$ cat src/design/bclm_pkg.sv
// Shared types, constants and register codes for the B-curve loudness meter.
package bclm_pkg;

  localparam int SAMPLE_BITS_DEF = 16;

  localparam int CFG_ADDR_W = 4;
  localparam int CFG_DATA_W = 32;

  localparam logic [1:0] REG_LEAK_RATE   = 2'd0;
  localparam logic [1:0] REG_HP_GAIN     = 2'd1;
  localparam logic [1:0] REG_HP_FEEDBACK = 2'd2;

  localparam logic [31:0] LEAK_RATE_RST   = 32'd2781721;
  localparam logic [15:0] HP_GAIN_RST     = 16'd32308;
  localparam logic [15:0] HP_FEEDBACK_RST = 16'd31847;

  localparam int Y_W        = 24;
  localparam int MS_W       = 48;
  localparam int MANT_W     = 31;
  localparam int FRAC_W     = 20;
  localparam int NORM_STEPS = 6;
  localparam int LOG_ITERS  = 20;
  localparam int CNT_W      = 5;
  localparam int MUL_W      = 33;
  localparam int PROD_W     = 2 * MUL_W;
  localparam int P_W        = 56;
  localparam int DB_W       = 16;

  localparam logic [25:0] DB_SCALE = 26'd50504453;

  typedef enum logic [3:0] {
    OP_NONE,
    OP_FF,
    OP_FB,
    OP_Y,
    OP_SQ,
    OP_DIFF,
    OP_LHI,
    OP_LLO,
    OP_ACC,
    OP_NINIT,
    OP_NORM,
    OP_MINIT,
    OP_LOG,
    OP_DB,
    OP_EMIT
  } dp_op_t;

  typedef struct packed {
    dp_op_t     op;
    logic [2:0] norm_step;
  } dp_cmd_t;

  typedef struct packed {
    logic ms_zero;
  } dp_stat_t;

endpackage

$ cat src/design/bclm_ctrl.sv
// Sequencer for the loudness meter: steps the datapath through filter, power and log phases.
module bclm_ctrl (
  input  logic               clk,
  input  logic               rst_n,
  input  logic               in_valid,
  input  logic               in_last_of_frame,
  output logic               in_stall,
  input  logic               out_stall,
  output logic               out_valid,
  output bclm_pkg::dp_cmd_t  cmd,
  input  bclm_pkg::dp_stat_t stat
);

  typedef enum logic [13:0] {
    S_IDLE  = 14'b00000000000001,
    S_FB    = 14'b00000000000010,
    S_Y     = 14'b00000000000100,
    S_SQ    = 14'b00000000001000,
    S_DIFF  = 14'b00000000010000,
    S_LHI   = 14'b00000000100000,
    S_LLO   = 14'b00000001000000,
    S_ACC   = 14'b00000010000000,
    S_NINIT = 14'b00000100000000,
    S_NORM  = 14'b00001000000000,
    S_MINIT = 14'b00010000000000,
    S_LOG   = 14'b00100000000000,
    S_DB    = 14'b01000000000000,
    S_EMIT  = 14'b10000000000000
  } state_t;

  state_t                     state_r, state_nxt;
  logic [bclm_pkg::CNT_W-1:0] cnt_r, cnt_nxt;
  logic                       last_r, last_nxt;
  logic                       out_valid_r, out_valid_nxt;

  always_comb begin
    state_nxt     = state_r;
    cnt_nxt       = cnt_r;
    last_nxt      = last_r;
    out_valid_nxt = out_valid_r & out_stall;
    cmd.op        = bclm_pkg::OP_NONE;
    cmd.norm_step = cnt_r[2:0];
    case (state_r)
      S_IDLE: begin
        if (in_valid) begin
          cmd.op    = bclm_pkg::OP_FF;
          last_nxt  = in_last_of_frame;
          state_nxt = S_FB;
        end
      end
      S_FB: begin
        cmd.op    = bclm_pkg::OP_FB;
        state_nxt = S_Y;
      end
      S_Y: begin
        cmd.op    = bclm_pkg::OP_Y;
        state_nxt = S_SQ;
      end
      S_SQ: begin
        cmd.op    = bclm_pkg::OP_SQ;
        state_nxt = S_DIFF;
      end
      S_DIFF: begin
        cmd.op    = bclm_pkg::OP_DIFF;
        state_nxt = S_LHI;
      end
      S_LHI: begin
        cmd.op    = bclm_pkg::OP_LHI;
        state_nxt = S_LLO;
      end
      S_LLO: begin
        cmd.op    = bclm_pkg::OP_LLO;
        state_nxt = S_ACC;
      end
      S_ACC: begin
        cmd.op    = bclm_pkg::OP_ACC;
        state_nxt = last_r ? S_NINIT : S_IDLE;
      end
      S_NINIT: begin
        cmd.op  = bclm_pkg::OP_NINIT;
        cnt_nxt = '0;
        if (stat.ms_zero) begin
          state_nxt = S_EMIT;
        end else begin
          state_nxt = S_NORM;
        end
      end
      S_NORM: begin
        cmd.op = bclm_pkg::OP_NORM;
        if (cnt_r == bclm_pkg::CNT_W'(bclm_pkg::NORM_STEPS - 1)) begin
          state_nxt = S_MINIT;
        end else begin
          cnt_nxt = cnt_r + 1'b1;
        end
      end
      S_MINIT: begin
        cmd.op    = bclm_pkg::OP_MINIT;
        cnt_nxt   = '0;
        state_nxt = S_LOG;
      end
      S_LOG: begin
        cmd.op = bclm_pkg::OP_LOG;
        if (cnt_r == bclm_pkg::CNT_W'(bclm_pkg::LOG_ITERS - 1)) begin
          state_nxt = S_DB;
        end else begin
          cnt_nxt = cnt_r + 1'b1;
        end
      end
      S_DB: begin
        cmd.op    = bclm_pkg::OP_DB;
        state_nxt = S_EMIT;
      end
      S_EMIT: begin
        if (!out_valid_r || !out_stall) begin
          cmd.op        = bclm_pkg::OP_EMIT;
          out_valid_nxt = 1'b1;
          state_nxt     = S_IDLE;
        end
      end
      default: begin
        state_nxt = S_IDLE;
      end
    endcase
  end

  always_ff @(posedge clk) begin
    if (!rst_n) begin
      state_r     <= S_IDLE;
      cnt_r       <= '0;
      last_r      <= 1'b0;
      out_valid_r <= 1'b0;
    end else begin
      state_r     <= state_nxt;
      cnt_r       <= cnt_nxt;
      last_r      <= last_nxt;
      out_valid_r <= out_valid_nxt;
    end
  end

  assign in_stall  = (state_r != S_IDLE);
  assign out_valid = out_valid_r;

endmodule

$ cat src/design/bclm_dpath.sv
// Datapath for the loudness meter: high-pass filter, leaky mean square and dB conversion.
module bclm_dpath #(
  parameter int SAMPLE_BITS = bclm_pkg::SAMPLE_BITS_DEF
) (
  input  logic                             clk,
  input  logic                             rst_n,
  input  bclm_pkg::dp_cmd_t                cmd,
  output bclm_pkg::dp_stat_t               stat,
  input  logic signed [SAMPLE_BITS-1:0]    in_sample,
  input  logic [31:0]                      leak_rate,
  input  logic [15:0]                      hp_gain,
  input  logic [15:0]                      hp_feedback,
  output logic signed [bclm_pkg::DB_W-1:0] loudness_db
);

  localparam int D_W      = SAMPLE_BITS + 1;
  localparam int FF_SHIFT = 31 - SAMPLE_BITS;
  localparam int ACC_W    = 50;
  localparam int YQ_W     = ACC_W - 23;
  localparam int MS_W     = bclm_pkg::MS_W;
  localparam int MUL_W    = bclm_pkg::MUL_W;
  localparam int P_W      = bclm_pkg::P_W;
  localparam int LEAK_W   = MS_W + 32;
  localparam int L2_W     = 7 + bclm_pkg::FRAC_W;
  localparam int DBF_W    = P_W + 1 - 36;

  logic signed [SAMPLE_BITS-1:0]      x_r;
  logic signed [SAMPLE_BITS-1:0]      prev_in_r;
  logic signed [bclm_pkg::Y_W-1:0]    prev_y_r;
  logic [MS_W-1:0]                    ms_r;
  logic signed [P_W-1:0]              p_r;
  logic signed [ACC_W-1:0]            ff_r;
  logic [P_W-1:0]                     hi_r;
  logic [MS_W-1:0]                    diff_r;
  logic                               ge_r;
  logic [MS_W-1:0]                    norm_r;
  logic [5:0]                         n_r;
  logic                               zero_r;
  logic [bclm_pkg::MANT_W-1:0]        m_r;
  logic [bclm_pkg::FRAC_W-1:0]        frac_r;
  logic signed [bclm_pkg::DB_W-1:0]   db_r;

  logic signed [D_W-1:0]              d_in;
  logic signed [MUL_W-1:0]            mul_a, mul_b;
  logic signed [bclm_pkg::PROD_W-1:0] prod;
  logic signed [ACC_W-1:0]            acc;
  logic signed [YQ_W-1:0]             yq;
  logic signed [bclm_pkg::Y_W-1:0]    ysat;
  logic [MS_W-1:0]                    y2;
  logic [LEAK_W-1:0]                  leak_sum;
  logic [MS_W-1:0]                    step;
  logic [31:0]                        sq;
  logic signed [6:0]                  n_off;
  logic signed [L2_W-1:0]             l2;
  logic signed [P_W:0]                db_sum;
  logic signed [DBF_W-1:0]            db_full;
  logic signed [bclm_pkg::DB_W-1:0]   db_sat;
  logic [MS_W+5:0]                    norm_out;

  function automatic logic [MS_W+5:0] norm_shift(input logic [MS_W-1:0] v,
                                                 input logic [5:0] n,
                                                 input logic [2:0] k);
    logic [MS_W-1:0] vo;
    logic [5:0]      no;
    vo = v;
    no = n;
    case (k)
      3'd0: if (v[47:16] == '0) begin vo = v << 32; no = n - 6'd32; end
      3'd1: if (v[47:32] == '0) begin vo = v << 16; no = n - 6'd16; end
      3'd2: if (v[47:40] == '0) begin vo = v << 8;  no = n - 6'd8;  end
      3'd3: if (v[47:44] == '0) begin vo = v << 4;  no = n - 6'd4;  end
      3'd4: if (v[47:46] == '0) begin vo = v << 2;  no = n - 6'd2;  end
      3'd5: if (!v[47]) begin vo = v << 1; no = n - 6'd1; end
      default: begin
        vo = v;
        no = n;
      end
    endcase
    return {vo, no};
  endfunction

  assign d_in  = D_W'(in_sample) - D_W'(prev_in_r);
  assign n_off = $signed({1'b0, n_r}) - 7'sd44;
  assign l2    = $signed({n_off, frac_r});

  always_comb begin
    mul_a = '0;
    mul_b = '0;
    case (cmd.op)
      bclm_pkg::OP_FF: begin
        mul_a = MUL_W'(d_in);
        mul_b = $signed({17'b0, hp_gain});
      end
      bclm_pkg::OP_FB: begin
        mul_a = MUL_W'(prev_y_r);
        mul_b = $signed({17'b0, hp_feedback});
      end
      bclm_pkg::OP_SQ: begin
        mul_a = MUL_W'(prev_y_r);
        mul_b = MUL_W'(prev_y_r);
      end
      bclm_pkg::OP_LHI: begin
        mul_a = $signed({9'b0, diff_r[47:24]});
        mul_b = $signed({1'b0, leak_rate});
      end
      bclm_pkg::OP_LLO: begin
        mul_a = $signed({9'b0, diff_r[23:0]});
        mul_b = $signed({1'b0, leak_rate});
      end
      bclm_pkg::OP_LOG: begin
        mul_a = $signed({2'b0, m_r});
        mul_b = $signed({2'b0, m_r});
      end
      bclm_pkg::OP_DB: begin
        mul_a = MUL_W'(l2);
        mul_b = $signed({7'b0, bclm_pkg::DB_SCALE});
      end
      default: begin
        mul_a = '0;
        mul_b = '0;
      end
    endcase
  end

  assign prod = mul_a * mul_b;

  always_comb begin
    acc = ff_r + (ACC_W'(p_r) <<< 8) + ACC_W'(64'sd4194304);
    yq  = YQ_W'(acc >>> 23);
    if (yq > YQ_W'(64'sd8388607)) begin
      ysat = 24'sh7FFFFF;
    end else if (yq < -YQ_W'(64'sd8388608)) begin
      ysat = -24'sh800000;
    end else begin
      ysat = bclm_pkg::Y_W'(yq);
    end
  end

  assign y2       = p_r[MS_W-1:0];
  assign leak_sum = {hi_r, 24'b0} + LEAK_W'(p_r[P_W-1:0]) + LEAK_W'(64'h8000_0000);
  assign step     = leak_sum[LEAK_W-1:32];
  assign sq       = prod[61:30];
  assign norm_out = norm_shift(norm_r, n_r, cmd.norm_step);

  always_comb begin
    db_sum  = (P_W+1)'(p_r) + (P_W+1)'(64'sd34359738368);
    db_full = DBF_W'(db_sum >>> 36);
    if (zero_r || db_full < -DBF_W'(64'sd32768)) begin
      db_sat = -16'sh8000;
    end else if (db_full > DBF_W'(64'sd32767)) begin
      db_sat = 16'sh7FFF;
    end else begin
      db_sat = bclm_pkg::DB_W'(db_full);
    end
  end

  always_ff @(posedge clk) begin
    if (!rst_n) begin
      prev_in_r <= '0;
      prev_y_r  <= '0;
      ms_r      <= '0;
    end else begin
      case (cmd.op)
        bclm_pkg::OP_Y: begin
          prev_in_r <= x_r;
          prev_y_r  <= ysat;
        end
        bclm_pkg::OP_ACC: begin
          ms_r <= ge_r ? ms_r + step : ms_r - step;
        end
        default: begin
          ms_r <= ms_r;
        end
      endcase
    end
  end

  always_ff @(posedge clk) begin
    case (cmd.op)
      bclm_pkg::OP_FF: begin
        x_r <= in_sample;
        p_r <= prod[P_W-1:0];
      end
      bclm_pkg::OP_FB: begin
        ff_r <= ACC_W'(p_r) <<< FF_SHIFT;
        p_r  <= prod[P_W-1:0];
      end
      bclm_pkg::OP_SQ: begin
        p_r <= prod[P_W-1:0];
      end
      bclm_pkg::OP_DIFF: begin
        ge_r   <= (y2 >= ms_r);
        diff_r <= (y2 >= ms_r) ? y2 - ms_r : ms_r - y2;
      end
      bclm_pkg::OP_LHI: begin
        p_r <= prod[P_W-1:0];
      end
      bclm_pkg::OP_LLO: begin
        hi_r <= p_r;
        p_r  <= prod[P_W-1:0];
      end
      bclm_pkg::OP_NINIT: begin
        norm_r <= ms_r;
        n_r    <= 6'd47;
        zero_r <= (ms_r == '0);
      end
      bclm_pkg::OP_NORM: begin
        norm_r <= norm_out[MS_W+5:6];
        n_r    <= norm_out[5:0];
      end
      bclm_pkg::OP_MINIT: begin
        m_r    <= norm_r[47:17];
        frac_r <= '0;
      end
      bclm_pkg::OP_LOG: begin
        if (sq[31]) begin
          m_r    <= sq[31:1];
          frac_r <= {frac_r[bclm_pkg::FRAC_W-2:0], 1'b1};
        end else begin
          m_r    <= sq[30:0];
          frac_r <= {frac_r[bclm_pkg::FRAC_W-2:0], 1'b0};
        end
      end
      bclm_pkg::OP_DB: begin
        p_r <= prod[P_W-1:0];
      end
      bclm_pkg::OP_EMIT: begin
        db_r <= db_sat;
      end
      default: begin
        p_r <= p_r;
      end
    endcase
  end

  assign stat.ms_zero = (ms_r == '0);
  assign loudness_db  = db_r;

endmodule

$ cat src/design/bcurve_loudness_meter.sv
// Top level of the B-curve loudness meter: register file, sequencer and datapath.
// A sample without end-of-frame flag runs the filter and leak steps on the shared multiplier,
// while in_stall holds off the next sample. An end-of-frame sample adds the 6-step normalise
// search and 20 squaring passes of the logarithm, both skipped when the mean square is zero.
// The next sample is taken while a result still waits on out_stall.
// Synchronous active-low reset clears filter state, mean square and registers to defaults.
module bcurve_loudness_meter #(
  parameter int SAMPLE_BITS = bclm_pkg::SAMPLE_BITS_DEF
) (
  input  logic                                   clk,
  input  logic                                   rst_n,
  input  logic                                   in_valid,
  output logic                                   in_stall,
  input  logic signed [SAMPLE_BITS-1:0]          in_sample,
  input  logic                                   in_last_of_frame,
  output logic                                   out_valid,
  input  logic                                   out_stall,
  output logic signed [bclm_pkg::DB_W-1:0]       out_loudness_db,
  input  logic                                   cfg_psel,
  input  logic                                   cfg_penable,
  input  logic                                   cfg_pwrite,
  input  logic [bclm_pkg::CFG_ADDR_W-1:0]        cfg_paddr,
  input  logic [bclm_pkg::CFG_DATA_W-1:0]        cfg_pwdata,
  output logic [bclm_pkg::CFG_DATA_W-1:0]        cfg_prdata,
  output logic                                   cfg_pready
);

  logic [31:0]        leak_rate_r;
  logic [15:0]        hp_gain_r;
  logic [15:0]        hp_feedback_r;
  logic               cfg_wr;
  bclm_pkg::dp_cmd_t  cmd;
  bclm_pkg::dp_stat_t stat;

  assign cfg_pready = 1'b1;
  assign cfg_wr     = cfg_psel & cfg_penable & cfg_pwrite & cfg_pready;

  always_ff @(posedge clk) begin
    if (!rst_n) begin
      leak_rate_r   <= bclm_pkg::LEAK_RATE_RST;
      hp_gain_r     <= bclm_pkg::HP_GAIN_RST;
      hp_feedback_r <= bclm_pkg::HP_FEEDBACK_RST;
    end else if (cfg_wr) begin
      case (cfg_paddr[3:2])
        bclm_pkg::REG_LEAK_RATE:   leak_rate_r   <= cfg_pwdata;
        bclm_pkg::REG_HP_GAIN:     hp_gain_r     <= cfg_pwdata[15:0];
        bclm_pkg::REG_HP_FEEDBACK: hp_feedback_r <= cfg_pwdata[15:0];
        default: begin
          leak_rate_r <= leak_rate_r;
        end
      endcase
    end
  end

  always_comb begin
    case (cfg_paddr[3:2])
      bclm_pkg::REG_LEAK_RATE:   cfg_prdata = leak_rate_r;
      bclm_pkg::REG_HP_GAIN:     cfg_prdata = {16'b0, hp_gain_r};
      bclm_pkg::REG_HP_FEEDBACK: cfg_prdata = {16'b0, hp_feedback_r};
      default:                   cfg_prdata = '0;
    endcase
  end

  bclm_ctrl u_ctrl (
    .clk              (clk),
    .rst_n            (rst_n),
    .in_valid         (in_valid),
    .in_last_of_frame (in_last_of_frame),
    .in_stall         (in_stall),
    .out_stall        (out_stall),
    .out_valid        (out_valid),
    .cmd              (cmd),
    .stat             (stat)
  );

  bclm_dpath #(
    .SAMPLE_BITS (SAMPLE_BITS)
  ) u_dpath (
    .clk         (clk),
    .rst_n       (rst_n),
    .cmd         (cmd),
    .stat        (stat),
    .in_sample   (in_sample),
    .leak_rate   (leak_rate_r),
    .hp_gain     (hp_gain_r),
    .hp_feedback (hp_feedback_r),
    .loudness_db (out_loudness_db)
  );

  a_busy_after_transfer: assert property (@(posedge clk) disable iff (!rst_n)
    (in_valid && !in_stall) |=> in_stall)
    else $error("sequencer did not leave idle after an input transfer");

  a_result_from_busy: assert property (@(posedge clk) disable iff (!rst_n)
    $rose(out_valid) |-> $past(in_stall))
    else $error("result appeared without a sample in progress");

  a_reset_clears_out: assert property (@(posedge clk)
    !rst_n |=> !out_valid)
    else $error("out_valid set after reset");

endmodule
$ cat config.mk
export PLATFORM = sky130hd
export DESIGN_NAME = bcurve_loudness_meter
export DESIGN_NICKNAME = d
export VERILOG_FILES = /design/src/design/bclm_pkg.sv /design/src/design/bclm_ctrl.sv /design/src/design/bclm_dpath.sv /design/src/design/bcurve_loudness_meter.sv
export SDC_FILE = /design/constraint.sdc
export NUM_CORES = 2
export LEC_CHECK = 0
export BUFFER_PORTS_ARGS = -buffer_cell sky130_fd_sc_hd__buf_2
export CAP_MARGIN = 20
export CORE_MARGIN = 8
export CORE_UTILIZATION = 45
export DETAILED_ROUTE_END_ITERATION = 16
export GPL_ROUTABILITY_DRIVEN = 0
export PLACE_DENSITY = 0.59
export SLEW_MARGIN = 20
export SYNTH_ARGS = -nofsm -noshare
export SYNTH_HDL_FRONTEND = slang
export SYNTH_SLANG_ARGS = --single-unit
$ cat constraint.sdc
create_clock -name clk -period 49.1 [get_ports clk]
set_clock_uncertainty 0.2 [all_clocks]
set_input_delay 14.73 -clock clk [delete_from_list [all_inputs] [get_ports clk]]
set_output_delay 14.73 -clock clk [all_outputs]
set_load 0.1 [all_outputs]
# Word level (Yosys, flattened, before mapping)
# Cells that the tools add are included.
# word_totals
reg_bits,507
in_bits,60
elab_cells,171
# classes
add_sub_neg,18
multipliers,1
magnitude_cmp,5
n_eq_ne,51
muxes,43
bitwise,3
n_reduce_logical,27
# op_table
cell,count
$pmux 33 s6,2
$mux 48,8
$pmux 48 s6,1
$pmux 14 s14,1
$sub 48x48->48,3
$pmux 32 s3,1
$pmux 48 s2,1
$add 80x32->80 const B,1
$add 80x56->80,1
$mux 14,5
$mul 33x33->62,1
$pmux 31 s2,1
$add 56x37->57 const B,1
$pmux 4 s14,1
$add 50x24->50 const B,1
$add 50x50->50,1
$add 48x48->48,1
$ge 48x48->1,1
$logic_not 48->1,1
$mux 24,2
$pmux 20 s2,1
$mux 6,6
$pmux 6 s6,1
$logic_not 32->1,1
other kinds (69),104

# Depth between registers and ports, before layout
# depth
depth_word,10
depth_mapped,50
mapped_depth_nobuf,47

# By module
# From an unflattened synthesis, not the netlist that was laid out.
# hier_totals
cells_unflattened,8154
area_unflattened_um2,72422.0
# by_module_without_submodules
module,n_inst,cells_per_inst,area_each_um2,seq_area_each_um2
bclm_dpath,1,7639,68087.8,11791.3
bcurve_loudness_meter,1,342,2946.6,1281.2
bclm_ctrl,1,173,1387.6,420.4

# Least setup slack after synthesis
# No wires, ideal clock.
# synth_path
kind,input -> output
startpoint,input port cfg_paddr[2] in the netlist's numbering
endpoint,output port cfg_prdata[10] in the netlist's numbering
arrival_time_ns,17.836
path_slack_ns,16.334
path_stages,4
n_path_buf,2
path_cell_list,buf_1 buf_1 mux2i_1 o21ai_0
# synth_between
elab_chain_cells,2
elab_cells_between_ends,4
# synth_lines
element,line_no,text
"start, declared",bcurve_loudness_meter.sv:22,"input logic [bclm_pkg::CFG_ADDR_W-1:0] cfg_paddr,"
"$eq 2x2->1, or another cell as far along",bcurve_loudness_meter.sv:56,case (cfg_paddr[3:2])
$pmux 32 s3 *,bcurve_loudness_meter.sv:56,
"end, declared",bcurve_loudness_meter.sv:24,"output logic [bclm_pkg::CFG_DATA_W-1:0] cfg_prdata,"
# Mark *: on every way between the ends. The rest lies on a longest branch, timed or not.

# Final worst setup path
# layout_path
startpoint,input port cfg_paddr[3] in the netlist's numbering
endpoint,output port cfg_prdata[0] in the netlist's numbering
# The elaborated chain is that of the path after synthesis.

==> load_flow_metrics.sql <==
INSERT INTO impl_metrics (metric_group, metric, value, unit) VALUES
('run_status', 'run_status', 'finished clean', ''),
('critical_path', 'regToRegStartpoint', 'u_ctrl.state_r[8]$_SDFFE_PN0P_', ''),
('critical_path', 'timing.critical_path.required', '34170', 'ps'),
('critical_path', 'critPathCaptureType', 'output pin', ''),
('floorplanning', 'horizontal_die_dimension', '414.9', 'µm'),
('synthesis', 'yosys.area_share.simple', '0.1477', ''),
('finish', 'stdcell_count', '10180', ''),
('synthesis', 'post_synth_xor_area_fraction', '0.03475', ''),
('clocking', 'postCtsHoldBufs', '0', ''),
('critical_path', 'worst-setup-path-type', 'primary input to output pin', ''),
('routing', 'antenna_viol_nets_final', '0', ''),
('floorplanning', 'num_rows', '146', ''),
('critical_path', 'timing.reg2reg.setup_slack', '34960', 'ps'),
('finish', 'layout.area.seq', '0.01349', 'mm²'),
('grt', 'antenna_found_initial', '11', ''),
('hold_path', 'holdPathStages', '2', ''),
('floorplanning', 'io_pins', '111', ''),
('finish', 'fillers', '15180', ''),
('routing', 'route.detailed.vias_per_inst', '5.868', ''),
('place', 'port_buffers', '107', ''),
('grt', 'globalRoute.totalOverflow', '0', ''),
('timing', 'rsz_0062_raised_after_global_routing', 'no', ''),
('clocking', 'clock-root-buffer', 'clkbuf_16', ''),
('routing', 'drt-initial-drc-count', '6481', ''),
('clocking', 'cts-htree-levels', '2', ''),
('power_and_ir_drop', 'p_per_area', '25.76', 'mW/mm²'),
('finish', 'layout.cells.most_common_list', 'inv_1 (1365), fa_1 (1086), nand2_1 (1069)', ''),
('synthesis', 'ys_top_cells_by_area', 'fa_1 (30%), edfxtp_1 (14%), ha_1 (8.9%), inv_1 (7.2%), nand2_1 (5.6%)', ''),
('routing', 'route.detailed.wl_per_inst', '25.00', 'µm'),
('hold_path', 'hold_path.class', 'flop to flop', ''),
('floorplanning', 'core', '0.1582', 'mm²'),
('synthesis', 'asyncSetResetFlopFracSynth', '0', ''),
('critical_path', 'worstRegToRegCells', '37', ''),
('timing', 'report.final.hold_viol_count', '0', ''),
('critical_path', 'crit_path_start_kind', 'primary input', ''),
('routing', 'length_of_the_first_detailed_routing_pass_in_iterations', '8', ''),
('flow_run', 'drv_cap', '0', ''),
('routing', 'dr_total_vias', '59720', ''),
('synthesis', 'ys_warn_count', '0', ''),
('clocking', 'postCtsSetupRepairBufs', '0', ''),
('timing', 'finalMaxSlewViolations', '0', ''),
('synthesis', 'synth_cell_type_count', '94', ''),
('synthesis', 'main_combinational_cell_family_by_area_after_synthesis', 'adder cells', ''),
('routing', 'detail_route.drc_violations', '0', ''),
('clocking', 'worst_skew_pair.late_latency', '720', 'ps'),
('power_and_ir_drop', 'ir_drop', '30.32', 'µV'),
('clocking', 'clock_tree_from_tritoncts', 'built', ''),
('synthesis', 'dominantRegCellSynth', 'edfxtp_1', ''),
('grt', 'gr-usage-all-layers', '0.2879', ''),
('critical_path', 'worst-path-max-fanout', '23', ''),
('synthesis', 'synth-seq-cells', '507', ''),
('finish', 'synthToLayoutAreaGrowth', '7.687', '%'),
('timing', 'max-slew-margin-rel', '0.2602', ''),
('synthesis', 'number_of_enable_type_register_cells_in_the_synthesized_netlist', '334', ''),
('clocking', 'clk_path_buf_depth', '3', ''),
('synthesis', 'syn-instance-count', '8105', ''),
('finish', 'final_net_count', '9700', ''),
('timing', 'final-setup-viol-count', '0', ''),
('critical_path', 'worstReg2RegEnd', 'u_dpath.m_r[19]$_DFFE_PP_', ''),
('synthesis', 'synthMuxAreaShare', '0.01099', ''),
('routing', 'routed_wl', '254400', 'µm'),
('synthesis', 'yosysTopAreaCellShare', '0.3037', ''),
('synthesis', 'share_of_the_synthesized_area_in_compound_gates_ao_oa_aoi_oai', '0.1322', ''),
('grt', 'grt_pass1_wl', '378300', 'µm'),
('synthesis', 'netlist.top_cell.by_area', 'fa_1', ''),
('timing', 'layout_min_cycle_time', '31910', 'ps'),
('clocking', 'cts_made_buffers', '60', ''),
('finish', 'layout.cells.most_common', 'inv_1', ''),
('synthesis', 'synth_sequential_area_ratio', '0.1885', ''),
('finish', 'multi_input_area', '0.05191', 'mm²'),
('timing', 'worst_slew_pin_slew', '1110', 'ps');
## synthesized netlist by cell type (all sizes together) (39+ instances only)
| library cell | number |
|---|---|
| a211oi | 46 |
| a21o | 155 |
| a21oi | 481 |
| a221oi | 48 |
| a22oi | 95 |
| a31oi | 53 |
| and2 | 79 |
| and3 | 49 |
| buf | 45 |
| clkbuf | 352 |
| dfxtp | 173 |
| edfxtp | 334 |
| fa | 1086 |
| ha | 509 |
| inv | 1368 |
| mux2i | 64 |
| nand2 | 1071 |
| nand2b | 46 |
| nand3 | 105 |
| nand4 | 58 |
| nor2 | 753 |
| nor3 | 59 |
| nor4 | 39 |
| o21ai | 255 |
| o21bai | 55 |
| xnor2 | 206 |
| xor2 | 78 |
## through the flow
step,hold slack [ps],cell area [µm²],utilization,setup slack (ps)
floorplan,236.3,71610,-,16330
global placement,245.2,74850,0.4732,17260
detailed placement,248.9,74870,0.4733,17290
CTS,259.4,77050,0.4871,17280
global route,276.5,77080,0.4872,17190
finish,258.3,77090,0.4873,17190
## logic make-up after synthesis
group,after synthesis
buffers and inverters,1766
adder cells (fa/ha/maj),1595
XOR/XNOR,284
AND/OR/NAND/NOR,2422
AO/OA/AOI/OAI,1453
multiplexers,77
other,1
flip-flops,507
## state kept, by name (all words and copies together) (netlist names)
signal	count
u_dpath.frac_r	20
u_dpath.x_r	16
u_ctrl.out_valid	1
u_dpath.ge_r	1
u_dpath.loudness_db	16
u_ctrl.last_r	1
u_dpath.zero_r	1
u_dpath.ms_r	48
u_dpath.norm_r	48
leak_rate_r	32
u_dpath.m_r	31
u_dpath.diff_r	48
u_dpath.hi_r	56
u_dpath.prev_y_r	24
u_dpath.n_r	6
u_dpath.prev_in_r	16
hp_gain_r	16
u_dpath.ff_r	35
u_dpath.p_r	56
hp_feedback_r	16
u_ctrl.state_r	14
u_ctrl.cnt_r	5
## how the worst max path moves through the flow
stage                 start             end  slack [ps]  depth (start not counted)
2_1_floorplan  cfg_paddr[2]  cfg_prdata[10]       16330                          4
3_3_place_gp   cfg_paddr[3]  cfg_prdata[15]       17260                          6
3_5_place_dp   cfg_paddr[3]   cfg_prdata[0]       17290                          6
4_1_cts        cfg_paddr[3]   cfg_prdata[0]       17280                          6
5_1_grt        cfg_paddr[3]   cfg_prdata[0]       17190                          6
6_report       cfg_paddr[3]   cfg_prdata[0]       17190                          6
## cell type report
| class | instances | area share |
|---|---|---|
| inverters | 1369 | 0.06669 |
| repair buffers | 269 | 0.02277 |
| clock buffers | 84 | 0.02261 |
| multi-input cells | 5838 | 0.6733 |
| clock inverters | 29 | 0.005681 |
| well taps | 2072 | 0.03363 |
| flip-flops and latches | 507 | 0.1750 |
| diodes | 9 | 0.0002921 |
## worst max-delay path, cell delays in order
cell     delay, ps
buf_2          470
nor2b_1        700
buf_4          350
nand2_1         70
o21ai_0        150
buf_2          500
## routing by layer
metal | share of wire | global-route usage | vias up
li1 | - | - | 26160
met1 | 0.39 | 0.3718 | 30160
met2 | 0.45 | 0.4515 | 2804
met3 | 0.093 | 0.05182 | 597
met4 | 0.074 | 0.1741 | 4
met5 | 0.000094 | 0 | -
## power breakdown
group	switching [µW]	internal, µW
Clock	203	295
Combinational	619	337
Sequential	39.6	492
(Power assumes the default switching activity.)
